--- config.mk ---
export PLATFORM = sky130hd
export DESIGN_NAME = integer_text_formatter
export DESIGN_NICKNAME = d
export VERILOG_FILES = /design/src/sv/itf_pkg.sv /design/src/sv/integer_text_formatter.sv
export SDC_FILE = /design/constraint.sdc
export NUM_CORES = 1
export LEC_CHECK = 0
export ABC_AREA = 0
export ABC_CLOCK_PERIOD_IN_PS = 10600
export BUFFER_PORTS_ARGS = -buffer_cell sky130_fd_sc_hd__buf_4
export CORE_ASPECT_RATIO = 0.7
export CORE_MARGIN = 2
export CORE_UTILIZATION = 26
export CTS_CLUSTER_DIAMETER = 120
export DETAILED_ROUTE_END_ITERATION = 8
export PLACE_DENSITY = 0.41
export SYNTH_ARGS = -nofsm -noshare
export SYNTH_HDL_FRONTEND = slang
export SYNTH_SLANG_ARGS = --single-unit
--- constraint.sdc ---
create_clock -name i_clk -period 10.6 [get_ports i_clk]
set_clock_uncertainty 0.1 [all_clocks]
set_input_delay 1.06 -clock i_clk [delete_from_list [all_inputs] [get_ports i_clk]]
set_output_delay 1.06 -clock i_clk [all_outputs]
set_load 0.02 [all_outputs]
--- src/sv/itf_pkg.sv ---
`timescale 1ns / 1ps
// ----------------------------------------------------------------------------
// itf_pkg
// Shared types, codes and character constants for the integer text formatter.
// ----------------------------------------------------------------------------
package itf_pkg;

    // conversion kinds carried in the request
    localparam logic [1:0] OP_SDEC = 2'd0;
    localparam logic [1:0] OP_UDEC = 2'd1;
    localparam logic [1:0] OP_HEX  = 2'd2;
    localparam logic [1:0] OP_NONE = 2'd3;

    // ascii characters used in the field
    localparam logic [7:0] CH_ZERO  = 8'h30;
    localparam logic [7:0] CH_MINUS = 8'h2d;
    localparam logic [7:0] CH_SPACE = 8'h20;
    localparam logic [7:0] CH_LOW_A = 8'h61;

    // most digits of a 32-bit value in base ten
    localparam int DIG_MAX = 10;
    localparam int DIG_IW  = 4;

    // reciprocal of ten, exact for every 32-bit dividend with a shift of 35
    localparam logic [31:0] RECIP10 = 32'hcccc_cccd;
    localparam int          RECIP_SH = 35;

    typedef enum logic [2:0] {
        S_IDLE,
        S_HEX,
        S_MUL,
        S_REM,
        S_SETUP,
        S_EMIT
    } t_state;

    // digit value to lowercase ascii
    function automatic logic [7:0] digit_char(input logic [3:0] d);
        logic [7:0] c;
        if (d < 4'd10) begin
            c = CH_ZERO + {4'b0, d};
        end else begin
            c = CH_LOW_A + {4'b0, d} - 8'd10;
        end
        return c;
    endfunction

endpackage

--- src/sv/integer_text_formatter.sv ---
`timescale 1ns / 1ps
// ----------------------------------------------------------------------------
// integer_text_formatter
// Formats one integer conversion as padded ascii text, one character a beat.
// ----------------------------------------------------------------------------
// Usage
//   Slave stream takes one conversion request: the kind of conversion on
//   tuser, and value, field width, left-justify and zero-fill flags and the
//   room left in the output buffer on tdata. Master stream returns the
//   characters of the field, one per beat, with tlast on the final character
//   sent for that request. A room of zero or the unused opcode gives no beats.
// Sequencing
//   Decimal digits come from a shared 32x32 reciprocal multiplier followed by
//   a remainder step, a multiply state and a remainder state per digit. Hex
//   digits take one shift step each. A setup step then fixes the field, and
//   one character leaves per cycle while the receiver takes them. tready
//   stays low from acceptance until the last character is loaded, or until
//   setup ends when the field has no characters; the unused opcode keeps it high.
// Reset and stalls
//   Synchronous active-low reset returns the sequencer to idle and drops the
//   output beat. When the receiver stalls, the output register holds its
//   character and the sequencer waits; no character is lost or repeated.
// ----------------------------------------------------------------------------
module integer_text_formatter
    import itf_pkg::*;
#(
    parameter int VALUE_BITS = 32
) (
    input  logic        i_clk,
    input  logic        i_rst_n,
    input  logic        i_s_tvalid,
    output logic        o_s_tready,
    // value[31:0], field_width[37:32], left_just[38], zero_fill[39],
    // room[45:40]
    input  logic [47:0] i_s_tdata,
    // opcode[1:0]
    input  logic [1:0]  i_s_tuser,
    output logic        o_m_tvalid,
    input  logic        i_m_tready,
    // ch[7:0]
    output logic [7:0]  o_m_tdata,
    output logic        o_m_tlast
);

    localparam int VB = VALUE_BITS;

    // request fields
    logic [1:0]    w_op;
    logic [VB-1:0] w_val;
    logic [5:0]    w_width;
    logic          w_left;
    logic          w_zpad;
    logic [5:0]    w_room;

    assign w_op    = i_s_tuser;
    assign w_val   = i_s_tdata[0 +: VB];
    assign w_width = i_s_tdata[37:32];
    assign w_left  = i_s_tdata[38];
    assign w_zpad  = i_s_tdata[39];
    assign w_room  = i_s_tdata[45:40];

    t_state r_state, n_state;

    logic [VB-1:0]     r_mag;
    logic              r_neg;
    logic              r_left;
    logic              r_zpad;
    logic [5:0]        r_width;
    logic [5:0]        r_room;
    logic [63:0]       r_prod;
    logic [3:0]        r_digits [DIG_MAX];
    logic [DIG_IW-1:0] r_nd;
    logic [5:0]        r_len;
    logic [5:0]        r_start;
    logic [5:0]        r_emit;
    logic [5:0]        r_pos;
    logic              r_m_valid;
    logic [7:0]        r_m_ch;
    logic              r_m_last;

    logic w_accept;
    logic w_load;
    logic w_in_ready;

    assign w_accept = i_s_tvalid && w_in_ready;

    // sign and magnitude at acceptance
    logic          w_neg;
    logic [VB-1:0] w_mag;

    assign w_neg = (w_op == OP_SDEC) && w_val[VB-1];
    assign w_mag = w_neg ? (~w_val + VB'(1)) : w_val;

    // quotient and remainder from the registered product
    logic [31:0]   w_mag32;
    logic [31:0]   w_q32;
    logic [VB-1:0] w_q;
    logic [31:0]   w_rem32;
    logic [VB-1:0] w_hex_next;

    assign w_mag32    = 32'(r_mag);
    assign w_q32      = {3'b0, r_prod[63:RECIP_SH]};
    assign w_q        = w_q32[VB-1:0];
    assign w_rem32    = w_mag32 - (w_q32 << 3) - (w_q32 << 1);
    assign w_hex_next = r_mag >> 4;

    // field geometry for the setup step
    logic [5:0] w_len;
    logic [5:0] w_total;

    assign w_len   = {2'b0, r_nd} + {5'b0, r_neg};
    assign w_total = (r_width > w_len) ? r_width : w_len;

    // character at the current position
    logic [5:0]        w_j;
    logic [DIG_IW-1:0] w_k;
    logic [DIG_IW-1:0] w_idx;
    logic [7:0]        w_ch;
    logic              w_last;

    assign w_j    = r_pos - r_start;
    assign w_k    = w_j[DIG_IW-1:0] - {{(DIG_IW-1){1'b0}}, r_neg};
    assign w_idx  = r_nd - DIG_IW'(1) - w_k;
    assign w_last = (r_pos == r_emit - 6'd1);

    always_comb begin
        if (r_pos < r_start) begin
            w_ch = r_zpad ? CH_ZERO : CH_SPACE;
        end else if (w_j < r_len) begin
            if (r_neg && (w_j == 6'd0)) begin
                w_ch = CH_MINUS;
            end else begin
                w_ch = digit_char(r_digits[w_idx]);
            end
        end else begin
            w_ch = CH_SPACE;
        end
    end

    // next state
    always_comb begin
        n_state = r_state;
        case (r_state)
            S_IDLE: begin
                if (w_accept) begin
                    case (w_op)
                        OP_SDEC, OP_UDEC: n_state = S_MUL;
                        OP_HEX:           n_state = S_HEX;
                        default:          n_state = S_IDLE;
                    endcase
                end
            end
            S_HEX: begin
                if (w_hex_next == '0) begin
                    n_state = S_SETUP;
                end
            end
            S_MUL: n_state = S_REM;
            S_REM: begin
                n_state = (w_q == '0) ? S_SETUP : S_MUL;
            end
            S_SETUP: begin
                n_state = (((w_total < r_room) ? w_total : r_room) == 6'd0) ? S_IDLE
                                                                             : S_EMIT;
            end
            S_EMIT: begin
                if (w_load && w_last) begin
                    n_state = S_IDLE;
                end
            end
            default: n_state = S_IDLE;
        endcase
    end

    // decoded controls
    always_comb begin
        w_in_ready = 1'b0;
        w_load     = 1'b0;
        case (r_state)
            S_IDLE:  w_in_ready = 1'b1;
            S_EMIT:  w_load     = !r_m_valid || i_m_tready;
            default: begin
                w_in_ready = 1'b0;
                w_load     = 1'b0;
            end
        endcase
    end

    // control registers
    always_ff @(posedge i_clk) begin
        if (!i_rst_n) begin
            r_state   <= S_IDLE;
            r_m_valid <= 1'b0;
        end else begin
            r_state <= n_state;
            if (w_load) begin
                r_m_valid <= 1'b1;
            end else if (i_m_tready) begin
                r_m_valid <= 1'b0;
            end
        end
    end

    // datapath registers
    always_ff @(posedge i_clk) begin
        case (r_state)
            S_IDLE: begin
                if (w_accept) begin
                    r_mag   <= w_mag;
                    r_neg   <= w_neg;
                    r_left  <= w_left;
                    r_zpad  <= w_zpad && !w_left;
                    r_width <= w_width;
                    r_room  <= w_room;
                    r_nd    <= '0;
                end
            end
            S_HEX: begin
                r_digits[r_nd] <= r_mag[3:0];
                r_nd           <= r_nd + DIG_IW'(1);
                r_mag          <= w_hex_next;
            end
            S_MUL: begin
                r_prod <= 64'(w_mag32) * 64'(RECIP10);
            end
            S_REM: begin
                r_digits[r_nd] <= w_rem32[3:0];
                r_nd           <= r_nd + DIG_IW'(1);
                r_mag          <= w_q;
            end
            S_SETUP: begin
                r_len   <= w_len;
                r_start <= r_left ? 6'd0 : (w_total - w_len);
                r_emit  <= (w_total < r_room) ? w_total : r_room;
                r_pos   <= 6'd0;
            end
            S_EMIT: begin
                if (w_load) begin
                    r_m_ch   <= w_ch;
                    r_m_last <= w_last;
                    r_pos    <= r_pos + 6'd1;
                end
            end
            default: begin
                r_pos <= r_pos;
            end
        endcase
    end

    assign o_s_tready = w_in_ready;
    assign o_m_tvalid = r_m_valid;
    assign o_m_tdata  = r_m_ch;
    assign o_m_tlast  = r_m_last;

    // a valid conversion request always starts digit work
    a_accept_busy: assert property (@(posedge i_clk) disable iff (!i_rst_n)
        (w_accept && (w_op != OP_NONE)) |=> (r_state != S_IDLE))
        else $error("valid request did not start conversion");

    // the digit buffer never overflows
    a_digit_bound: assert property (@(posedge i_clk) disable iff (!i_rst_n)
        ((r_state == S_HEX) || (r_state == S_REM)) |-> (r_nd < DIG_IW'(DIG_MAX)))
        else $error("digit buffer overflow");

    // loading the final character ends emission with that character presented
    a_last_done: assert property (@(posedge i_clk) disable iff (!i_rst_n)
        ((r_state == S_EMIT) && w_load && w_last)
            |=> ((r_state == S_IDLE) && r_m_valid && r_m_last))
        else $error("emission did not end on final character");

    // emission only runs with a non-zero character count
    a_emit_count: assert property (@(posedge i_clk) disable iff (!i_rst_n)
        (r_state == S_EMIT) |-> ((r_emit != 6'd0) && (r_pos < r_emit)))
        else $error("emission position out of range");

endmodule

# Word-level counts from Yosys, hierarchy flattened
# Memory sizes are Yosys's and may differ from the RTL's.
# Cells that the tools add are included.
# totals
mem_count	1
out_inout_bits	11
register_bits	152
inputBits	54
wordCells	108
ram_bits	40
# mem_list
name	words	width	read_ports	rd_clocked_by_memory_dff	write_ports	line_no	rtl
r_digits	10	4	1	0	1	integer_text_formatter.sv:71	logic [3:0] r_digits [DIG_MAX];
# classes
n_reduce_logical	26
n_mul	1
magnitude_cmp	5
n_eq_ne	12
bitwise	2
n_mux	30
addsub	15
# ops
op	count
one-hot mux 32 bit (3 select lines)	1
logical NOT 32 bit	2
multiplier 32 x 32 -> 64 bit, second input constant	1
2-to-1 mux 32 bit	2
adder 32 x 1 -> 32 bit, second input constant	1
2-to-1 mux 8 bit	4
inverter 32 bit	1
less-than comparator 6 bit	3
2-to-1 mux 6 bit	3
one-hot mux 3 bit (6 select lines)	1
2-to-1 mux 3 bit	5
logical NOT 6 bit	2
one-hot mux 6 bit (2 select lines)	1
subtractor 4 bit	3
AND reduction 2 bit	5
adder 7 x 4 -> 8 bit, first input constant	1
2-to-1 mux 1 bit	8
2-to-1 mux 4 bit	2
inequality test 2 bit, second input constant	4
one-hot mux 4 bit (2 select lines)	1
subtractor 8 x 4 -> 8 bit, second input constant	1
adder 6 x 4 -> 7 bit, first input constant	1
adder 6 x 1 -> 6 bit, second input constant	1
equality test 3 x 2 -> 1 bit, second input constant	2
26 further kinds	35

# Depth between registers and ports, before layout
# An unclocked memory read counts as a cell.
# logic_depth
word_depth	10
ltp_mapped	26
ltp_nobuf	26

# Least setup slack after synthesis
# Ideal clock, no wire load.
# synth_timing
path_type	reg-to-reg
startpoint	register r_mag[20]
endpoint	register r_prod[53] (data pin)
synth_period_minus_slack_ns	7.152
t_arrival_ns	6.783
path_buffers	1
slack_ns	3.448
setup_ns	0.269
t_required_ns	10.231
path_stages_with_launch	27
path_cell_list	edfxtp_1 -> inv_1 -> ha_1 -> inv_1 -> fa_1 -> inv_1 -> fa_1 -> inv_1 -> fa_1 -> inv_1 -> fa_1 -> fa_1 -> fa_1 -> inv_1 -> fa_1 -> inv_1 -> ha_1 -> clkbuf_1 -> a21oi_1 -> o211ai_1 -> a221o_1 -> o211ai_1 -> nor4bb_1 -> o211ai_1 -> a31oi_1 -> o31ai_1 -> xor2_1
# synth_between
elab_chain_cells	1
# synth_lines
item	line_no	rtl
from (decl)	integer_text_formatter.sv:64	logic [VB-1:0] r_mag;
from (signal assigned)	integer_text_formatter.sv:209	r_mag <= w_mag;
from (signal assigned)	integer_text_formatter.sv:221	r_mag <= w_hex_next;
from (signal assigned)	integer_text_formatter.sv:229	r_mag <= w_q;
multiplier 32 x 32 -> 64 bit	integer_text_formatter.sv:224	r_prod <= 64'(w_mag32) * 64'(RECIP10);
to (signal assigned)	integer_text_formatter.sv:224	
to (decl)	integer_text_formatter.sv:70	logic [63:0] r_prod;
# No other way between the ends.
# A chain may end at the register's enable or synchronous reset.

# Worst setup path in the final report
# layout_timing
startpoint	register r_mag[19]
endpoint	register r_prod[61] (data pin)
# The elaborated chain is that of the path after synthesis.

==> impl_metrics.prom <==
# TYPE chip_impl_metric gauge
chip_impl_info{name="status",value="completed"} 1
chip_impl_metric{name="clock_sink_count",unit=""} 155
chip_impl_metric{name="mappedNetlistNets",unit=""} 3351
chip_impl_metric{name="synth_area",unit="sq mm"} 0.0257
chip_impl_metric{name="worst_setup_hold_path_clk_slew",unit="ns"} 0.07
chip_impl_info{name="synth_ff_type",value="edfxtp_1"} 1
chip_impl_metric{name="worstPathRequired",unit="ns"} 10.59
chip_impl_metric{name="timing_max_transition_violations_final",unit=""} 0
chip_impl_metric{name="fmaxAchievable",unit="MHz"} 105
chip_impl_metric{name="ys_seq_area_frac",unit=""} 0.179
chip_impl_metric{name="worst-path-max-fanout",unit=""} 7
chip_impl_metric{name="gp_congestion",unit=""} 0.939
chip_impl_metric{name="cts_setup_buffers",unit=""} 0
chip_impl_info{name="crit_path_end_kind",value="register"} 1
chip_impl_metric{name="grt_antenna_before_repair",unit=""} 1
chip_impl_metric{name="worst-slew-pin-transition",unit="ns"} 1.16
chip_impl_metric{name="worst-path-buf-inv",unit=""} 7
chip_impl_metric{name="h-tree-depth",unit=""} 4
chip_impl_metric{name="fillerInstances",unit=""} 10353
chip_impl_info{name="synth_area_leaders",value="fa_1 30%, ha_1 20%, edfxtp_1 18%"} 1
chip_impl_metric{name="synth-warning-count",unit=""} 0
chip_impl_info{name="unrepaired_setup_endpoints_after_global_routing",value="false"} 1
chip_impl_metric{name="start_util",unit=""} 0.262
chip_impl_metric{name="cts_repair_resize_count",unit=""} 0
chip_impl_info{name="crit_slowest_cell",value="o311ai_0"} 1
chip_impl_info{name="timing.critical_path.from_type",value="register"} 1
chip_impl_metric{name="die_area",unit="sq mm"} 0.101
chip_impl_metric{name="dieHeight",unit="um"} 267
chip_impl_metric{name="core_area",unit="sq mm"} 0.0980
chip_impl_metric{name="postSynthCellCount",unit=""} 2505
chip_impl_metric{name="area_delta_synth_final",unit="%"} 10.4
chip_impl_metric{name="die-width",unit="um"} 380
chip_impl_metric{name="detailed_place_hpwl",unit="um"} 78700
chip_impl_metric{name="layout-drive-gt1-share",unit=""} 0.0550
chip_impl_metric{name="routedWlPerCell",unit="um"} 22.9
chip_impl_metric{name="io_buffers",unit=""} 61
chip_impl_info{name="path_delay_family",value="adder cells"} 1
chip_impl_metric{name="ys_types",unit=""} 67
chip_impl_metric{name="multiInputGateArea",unit="sq mm"} 0.0185
chip_impl_metric{name="grt_pass1_vias",unit=""} 18889
chip_impl_metric{name="firstDrtPassIters",unit=""} 5
chip_impl_metric{name="clock_path_buffers",unit=""} 2
chip_impl_metric{name="layout_min_cycle_time",unit="ns"} 9.50
chip_impl_info{name="cts_tree",value="done"} 1
chip_impl_metric{name="antenna_left",unit=""} 0
chip_impl_metric{name="timing.final.crit_share",unit=""} 0.896
chip_impl_metric{name="drv_cap",unit=""} 0
chip_impl_metric{name="grt_residual_overflow",unit=""} 0
chip_impl_metric{name="timing.critical_path.slowest_cell_delay",unit="ns"} 1.01
chip_impl_metric{name="detailedRoute.firstIterationViolations",unit=""} 1477
chip_impl_metric{name="total_wire_length",unit="um"} 88800
chip_impl_metric{name="synth.top_cell.area_share",unit=""} 0.304
chip_impl_metric{name="timing.final.hold_violations",unit=""} 0
chip_impl_metric{name="cts_hold_repair.buffers",unit=""} 0
chip_impl_info{name="highest_count_cells_in_the_layout_ignoring_fill_and_taps",value="639 x inv_1, 402 x ha_1, 390 x fa_1"} 1
chip_impl_metric{name="avgViaCountPerCell",unit=""} 4.62
chip_impl_metric{name="worstPathArrival",unit="ns"} 9.49
chip_impl_metric{name="maxSlewHeadroom",unit=""} 0.218
chip_impl_metric{name="number_of_ports_placed_on_the_die_boundary",unit=""} 65
chip_impl_metric{name="grt_start_max_net_pins",unit=""} 58
chip_impl_metric{name="avgSynthCellArea",unit="sq um"} 10.3
chip_impl_info{name="final_common_cell",value="inv_1"} 1
chip_impl_metric{name="setup-tns-final",unit="ns"} 0
chip_impl_metric{name="wire_length_of_the_first_global_routing_pass",unit="um"} 131000
chip_impl_metric{name="seq_area",unit="sq mm"} 0.00462
chip_impl_info{name="synth_top_area_cell",value="fa_1"} 1
chip_impl_info{name="ctsRootBufferMaster",value="clkbuf_16"} 1
chip_impl_metric{name="async_flop_share",unit=""} 0
chip_impl_metric{name="vias",unit=""} 17964
chip_impl_metric{name="final-setup-viol-count",unit=""} 0
chip_impl_metric{name="num_rows",unit=""} 96
chip_impl_metric{name="synth-seq-cells",unit=""} 155
chip_impl_metric{name="detail_route.drc_violations",unit=""} 0
chip_impl_metric{name="synth-edff-count",unit=""} 151
chip_impl_info{name="timing.setup.critical_path_class",value="register to register"} 1
chip_impl_metric{name="clock_insertion_delay_worst_skew",unit="ns"} 0.45
chip_impl_metric{name="antenna-diode-count",unit=""} 0
chip_impl_info{name="worst_hold_path_type",value="register to register"} 1
chip_impl_metric{name="gr-usage-all-layers",unit=""} 0.178
chip_impl_metric{name="final_nets",unit=""} 3397
chip_impl_metric{name="cts_buf_count",unit=""} 17
## per-stage QoR
step                      hold slack (ns)  cells  setup WS [ns]  cell area [sq um]   util
final                               0.438   3887           1.10              28400  0.290
after global routing                0.489   3887          0.740              28400  0.290
after CTS                           0.447   3887           1.41              28400  0.290
after detailed placement            0.436   3855           1.48              27800  0.283
after global placement              0.444   3855           1.43              27800  0.283
after floorplan                     0.396   2505           3.45              25700      -
## final cells by class
class / count / area share
Clock inverter: 14 / 0.00670
Inverter: 639 / 0.0845
Sequential cell: 155 / 0.163
Timing Repair Buffer: 76 / 0.0201
Multi-Input combinational cell: 1662 / 0.653
Tap cell: 1323 / 0.0583
Clock buffer: 18 / 0.0151
## logic make-up (layout without fill, tap and decap cells)
family	Yosys count	count (layout)	share of synthesized area
flops	155	155	0.179
mux	53	53	0.0249
buf+inv	688	747	0.101
other cells	2	2	0.000292
xor+xnor	133	133	0.0453
fa+ha+maj	792	792	0.499
simple gates	340	340	0.0670
compound gates	342	342	0.0831
## registers in the layout, indices dropped and copies added, names as in the netlist
register / cells
o_m_tdata: 7
o_m_tlast: 1
o_m_tvalid: 1
r_digits: 40
r_emit: 6
r_left: 1
r_len: 5
r_mag: 32
r_nd: 4
r_neg: 1
r_pos: 6
r_prod: 29
r_room: 6
r_start: 6
r_state: 3
r_width: 6
r_zpad: 1
## worst min-delay path, delay by kind of cell, from the launching register on
family | cells | cell delay [ns]
DFF | 1 | 0.33
and+or+nand+nor | 1 | 0.09
AOI/OAI and AO/OA | 1 | 0.07
## Yosys cell counts, drive strengths merged, types with 11 or more instances
cell    count
a21o       55
a21oi     132
and2       20
and3       13
clkbuf     44
edfxtp    151
fa        390
ha        402
inv       639
mux2i      37
nand2      79
nand3      17
nand4      22
nor2      100
nor2b      11
nor3       18
nor4       15
o211ai     11
o21ai      59
o21bai     13
xnor2      59
xor2       74
## per-layer routing
| layer | track usage | wire [um] | up-vias |
|---|---|---|---|
| met5 | 0.00855 | 119 | - |
| met2 | 0.222 | 31700 | 613 |
| met1 | 0.276 | 45800 | 9145 |
| met4 | 0.0182 | 434 | 2 |
| met3 | 0.0827 | 10800 | 28 |
| li1 | - | - | 8176 |
## path summary, 6_finish.rpt
path              startpoint    endpoint  slack [ns]  cells past startpoint
hold reg to reg   o_m_tvalid  o_m_tvalid        0.44                      2
setup / recovery   r_mag[19]  r_prod[61]        1.10                     25
hold / removal    o_m_tvalid  o_m_tvalid        0.44                      2
setup reg to reg   r_mag[19]  r_prod[61]        1.10                     25
Power is not shown: default switching activity piles up to over one toggle a cycle in this logic, so the estimate is an artifact.
